$ cat config.mk
export PLATFORM = sky130hd
export DESIGN_NAME = isim_cell
export DESIGN_NICKNAME = d
export VERILOG_FILES = /design/src/rtl/core/isim_pkg.sv /design/src/rtl/core/isim_cell.sv
export SDC_FILE = /design/constraint.sdc
export NUM_CORES = 1
export LEC_CHECK = 0
export ABC_AREA = 1
export BUFFER_PORTS_ARGS = -buffer_cell sky130_fd_sc_hd__buf_2
export CAP_MARGIN = 20
export CORE_UTILIZATION = 47
export DETAILED_ROUTE_END_ITERATION = 16
export PLACE_DENSITY = 0.78
export SLEW_MARGIN = 10
export SYNTH_ARGS = -nofsm -noshare
export SYNTH_HDL_FRONTEND = slang
export SYNTH_SLANG_ARGS = --single-unit
export TNS_END_PERCENT = 50
$ cat constraint.sdc
create_clock -name clk -period 3.4 [get_ports clk]
set_input_delay 0.34 -clock clk [delete_from_list [all_inputs] [get_ports clk]]
set_output_delay 0.34 -clock clk [all_outputs]
set_load 0.01 [all_outputs]
$ cat src/rtl/core/isim_pkg.sv
package isim_pkg;

  localparam int DEFAULT_DEPTH = 16;
  localparam int SLOT_W        = 4;
  localparam int VAL_W         = 32;

  typedef struct packed {
    logic signed [VAL_W-1:0] lo;
    logic signed [VAL_W-1:0] hi;
  } ent_t;

  // per-cell flags handed to neighbours
  typedef struct packed {
    logic aa;  // at or after insert point
    logic g;   // occupied and hi >= new start
    logic ov;  // occupied and overlaps new interval
  } flags_t;

  typedef enum logic [2:0] {
    MODE_HOLD,
    MODE_ROTATE,
    MODE_INSERT,
    MODE_COLLAPSE,
    MODE_ABSORB
  } mode_t;

  typedef struct packed {
    mode_t                   mode;
    logic signed [VAL_W-1:0] s;
    logic signed [VAL_W-1:0] e;
  } ctl_t;

endpackage

$ cat src/rtl/core/isim_cell.sv
module isim_cell
  import isim_pkg::*;
(
  input  logic   clk,
  input  ctl_t   ctl,
  input  logic   occ,
  input  flags_t left_fl,
  input  flags_t right_fl,
  input  ent_t   left_ent,
  input  ent_t   right_ent,
  output ent_t   ent,
  output flags_t fl,
  output logic   head
);

  ent_t ent_next;
  logic ge;
  logic le;

  always_comb begin
    ge      = ent.hi >= ctl.s;
    le      = ent.lo <= ctl.e;
    fl.g    = occ & ge;
    fl.aa   = ~occ | ge;
    fl.ov   = occ & ge & le;
    // first of an overlapping run that still has a successor in the run
    head    = fl.ov & ~left_fl.ov & right_fl.ov;
  end

  always_comb begin
    ent_next = ent;
    case (ctl.mode)
      MODE_HOLD: begin
        ent_next = ent;
      end
      MODE_ROTATE: begin
        ent_next = right_ent;
      end
      MODE_INSERT: begin
        if (fl.aa && !left_fl.aa) begin
          ent_next.lo = ctl.s;
          ent_next.hi = ctl.e;
        end else if (fl.aa) begin
          ent_next = left_ent;
        end
      end
      MODE_COLLAPSE: begin
        if (head) begin
          ent_next.hi = right_ent.hi;
        end else if (left_fl.g) begin
          ent_next = right_ent;
        end
      end
      MODE_ABSORB: begin
        if (fl.ov) begin
          ent_next.lo = (ctl.s < ent.lo) ? ctl.s : ent.lo;
          ent_next.hi = (ctl.e > ent.hi) ? ctl.e : ent.hi;
        end
      end
      default: begin
        ent_next = ent;
      end
    endcase
  end

  always_ff @(posedge clk) begin
    ent <= ent_next;
  end

endmodule

==> run summary <==
STATUS
----------------------------------------------------------------------------------------------------
Result of the run                                                                       finished, final reports clean

DETAILED ROUTING
----------------------------------------------------------------------------------------------------
Via count                                                                                       8163
DRT Wirelength                                                                              24300 um
Detailed-route DRC error count                                                                     0
Remaining antenna violation count                                                                  0
Mean routed wirelength per cell                                                              15.1 um
Average vias per placed instance                                                                5.06
Number of optimization iterations in the first detailed-route pass                                 5
Number of DRC markers in iteration 0                                                             464

POWER
----------------------------------------------------------------------------------------------------
Worst supply voltage drop on vdd                                                          0.000240 V
Power density over the cells                                                             334 nW/um^2
Static leakage                                                                               5.50 nW

WORST SETUP PATH
----------------------------------------------------------------------------------------------------
Critical path class                                                                       reg -> out
CP Launch Type                                                                             flip-flop
Data arrival time of the critical path                                                       2.76 ns
Worst-path fanout max                                                                              4
Kind of capture point of the worst setup path                                            output port
Critical path required time                                                                  3.06 ns

FINISH
----------------------------------------------------------------------------------------------------
Max FFs per register                                                                              64
Filler cell count                                                                               1560
Combined area of the multi-input logic cells                                               4690 um^2
Layout cells sized above 1                                                                     25.5%
Number of nets at the end of the flow                                                           1720
Regs by FF count                                                                            ent (64)
Area grow syn2layout                                                                           24.5%
Register ranked first by flip-flop count                                                         ent
Area taken by flip-flops and latches                                                       1920 um^2

STA
----------------------------------------------------------------------------------------------------
RSZ-0062 raised after global routing                                                           false
Final worst slack                                                                           0.296 ns
Count of endpoints failing setup in the final report                                               0
Fin. max-slew vios                                                                                 0
Period minus WS final                                                                        3.10 ns
Hold violation count in the final report                                                           0
Highest clock rate                                                                         0.322 GHz
Worst Hold Margin                                                                           0.287 ns
Tightest Pin Transition                                                                     0.771 ns
Final period utilization                                                                       91.3%
Post-Route Skew                                                                           0.00704 ns
Slew margin rel.                                                                               48.6%

CLOCKING
----------------------------------------------------------------------------------------------------
# hold bufs at CTS                                                                                 0
Clock-pin slew reported for the worst setup and hold paths after clock tree synthesis        0.06 ns
Clock Sink Count                                                                                  64
CTS max path bufs                                                                                  2
Post-CTS setup buffers                                                                             0
Clock root buffer                                                                          clkbuf_16
CTS tree                                                                                         yes
Number of clock buffers inserted by TritonCTS                                                      9
H-tree lvl count                                                                                   3
Count of cells resized by post-cts repair                                                          0
Worst-Skew Late Latency                                                                      0.34 ns

SYNTHESIS
----------------------------------------------------------------------------------------------------
Top-area cell type share of the netlist area                                                   25.1%
Number of synthesized register bits                                                               64
Area fraction in compound gates after synthesis                                                6.17%
Count of distinct cell types in the synthesized netlist                                           28
Cell area after synthesis                                                                  7660 um^2
Post-synthesis adder-cell area fraction                                                        20.7%
Xor and xnor area share after synthesis                                                           0%
Net count after synthesis                                                                       1458
Seq/Total Area, Yosys                                                                          25.1%
Dominant cells by area after synthesis                                                  edfxtp_1 25%, ha_1 21%, nand2_1 16%
Mean instance size in the synthesized netlist                                              6.79 um^2
Count of mapped cells out of synthesis                                                          1128
Count of warnings emitted by yosys                                                                 0
Multiplexer share of the synthesized area                                                         0%
Dominant combinational cell family by area after synthesis                              simple AND/OR/NAND/NOR gates
Post-synthesis simple-gate area fraction                                                       33.9%
Cell accounting for the most synthesized area                                               edfxtp_1

GLOBAL ROUTE
----------------------------------------------------------------------------------------------------
Pin count of the biggest net entering global routing                                              64
Most Used Layer, Global Route                                                                   met2
Vias in the first global route                                                                  7742
Overall fraction of global-route tracks in use                                                 29.6%
Met3 capacity usage during global routing                                                      5.49%
Wire length of the first global-routing pass                                                37800 um
Met2 usage in global routing                                                                   50.6%
Antenna violations before repair                                                                   4
Met1 usage in global routing                                                                   36.6%
Residual overflow from global routing                                                              0

FLOORPLAN
----------------------------------------------------------------------------------------------------
Row count                                                                                         46
Core Box Area                                                                             15900 um^2
Number of ports placed on the die boundary                                                       271
Total Die Area                                                                            16800 um^2
Starting utilization of the core area                                                          48.2%
Die width                                                                                     130 um
Overall die height                                                                            130 um

PLACEMENT
----------------------------------------------------------------------------------------------------
HPWL after detailed placement                                                               19400 um
PortBufs                                                                                         268
GPL Wtd Cong                                                                                   0.869
Place WS                                                                                    0.382 ns

RUN
----------------------------------------------------------------------------------------------------
Max-cap violations                                                                                 0

HOLD PATH
----------------------------------------------------------------------------------------------------
Worst hold-check path type                                                                 in -> reg

## metrics by stage
stage	utilization (%)	instances	setup TNS (ns)	power (W)	area [um^2]
after floorplan	-	1128	-8.65	0.00181	7660
after global placement	58.3	1595	0	0.00223	9250
after detailed placement	58.3	1595	0	0.00227	9250
after CTS	60.0	1611	0	0.00320	9530
after global routing	60.1	1614	0	0.00340	9540
final	60.1	1614	0	0.00319	9540
## worst paths after layout
path / start / end / slack, ns / depth (start not counted)
setup / recovery: ent[31] / head / 0.30 / 14
hold / removal: right_ent[54] / ent[54] / 0.29 / 3
setup reg to reg: ent[31] / ent[51] / 0.38 / 16
hold reg to reg: ent[30] / ent[28] / 1.41 / 9
## metal layers
metal / part of all wire [%] / up-vias
met1: 42 / 3641
met2: 47 / 346
met3: 8.2 / 45
li1: - / 4129
met4: 2.5 / 2
met5: 0.037 / -
## Yosys cell counts (all sizes together)
cell type / instances
o21a: 6
nand4: 10
inv: 228
nand2: 379
clkbuf: 13
edfxtp: 64
nor4: 5
buf: 20
ha: 127
a21o: 1
clkinv: 1
o21ai: 15
nand3b: 1
o21bai: 3
nor2: 43
o211ai: 1
nor3: 4
nand3: 144
a21oi: 63
## power by group
part           switching, W  internal (W)
sequential        0.0000788      0.000983
combinational      0.000722      0.000480
clock              0.000371      0.000553
## critical path, stage by stage, from the launching register on
cell,delay [ns]
edfxtp_1,0.42
ha_1,0.42
nand2_1,0.11
nor2_2,0.17
nand2_2,0.12
nor4_4,0.23
nand2_1,0.13
nand2_1,0.09
nand2_1,0.11
nand3_1,0.09
nand2_1,0.07
inv_1,0.07
nand2_1,0.07
nor2_1,0.12
buf_2,0.21
## logic make-up (layout without fill, tap and decap cells)
family                     Yosys count  after routing
adders and majority gates          127            127
AOI/OAI and AO/OA                   89             89
buffers and inverters              262            529
other                                0              3
DFF                                 64             64
and+or+nand+nor                    586            586
## layout make-up
class                   instances  area share (%)
multi-input cells             802            49.1
well taps                     216            2.83
diodes                          3          0.0787
clock buffers                   9            2.36
flip-flops and latches         64            20.1
repair buffers                284            15.8
inverters                     229            9.04
clock inverters                 7           0.551
## placed cells by master (no fill, tap or decap), types with 3 or more instances in the layout
master     Yosys  final
a21oi_1       63     63
buf_12         0      4
buf_2         13    268
buf_4          0     12
clkbuf_16      0      9
clkinv_1       1      6
diode_2        0      3
edfxtp_1      64     64
ha_1         127    127
inv_1        227    227
nand2_1      327    327
nand2_2       51     51
nand3_1      143    143
nand4_1        9      9
nor2_1        42     39
nor2_4         0      3
nor3_1         4      3
nor4_1         4      4
o21a_1         6      6
o21ai_0       15     15
o21bai_1       3      3
Power figures use the tool's default switching activity.
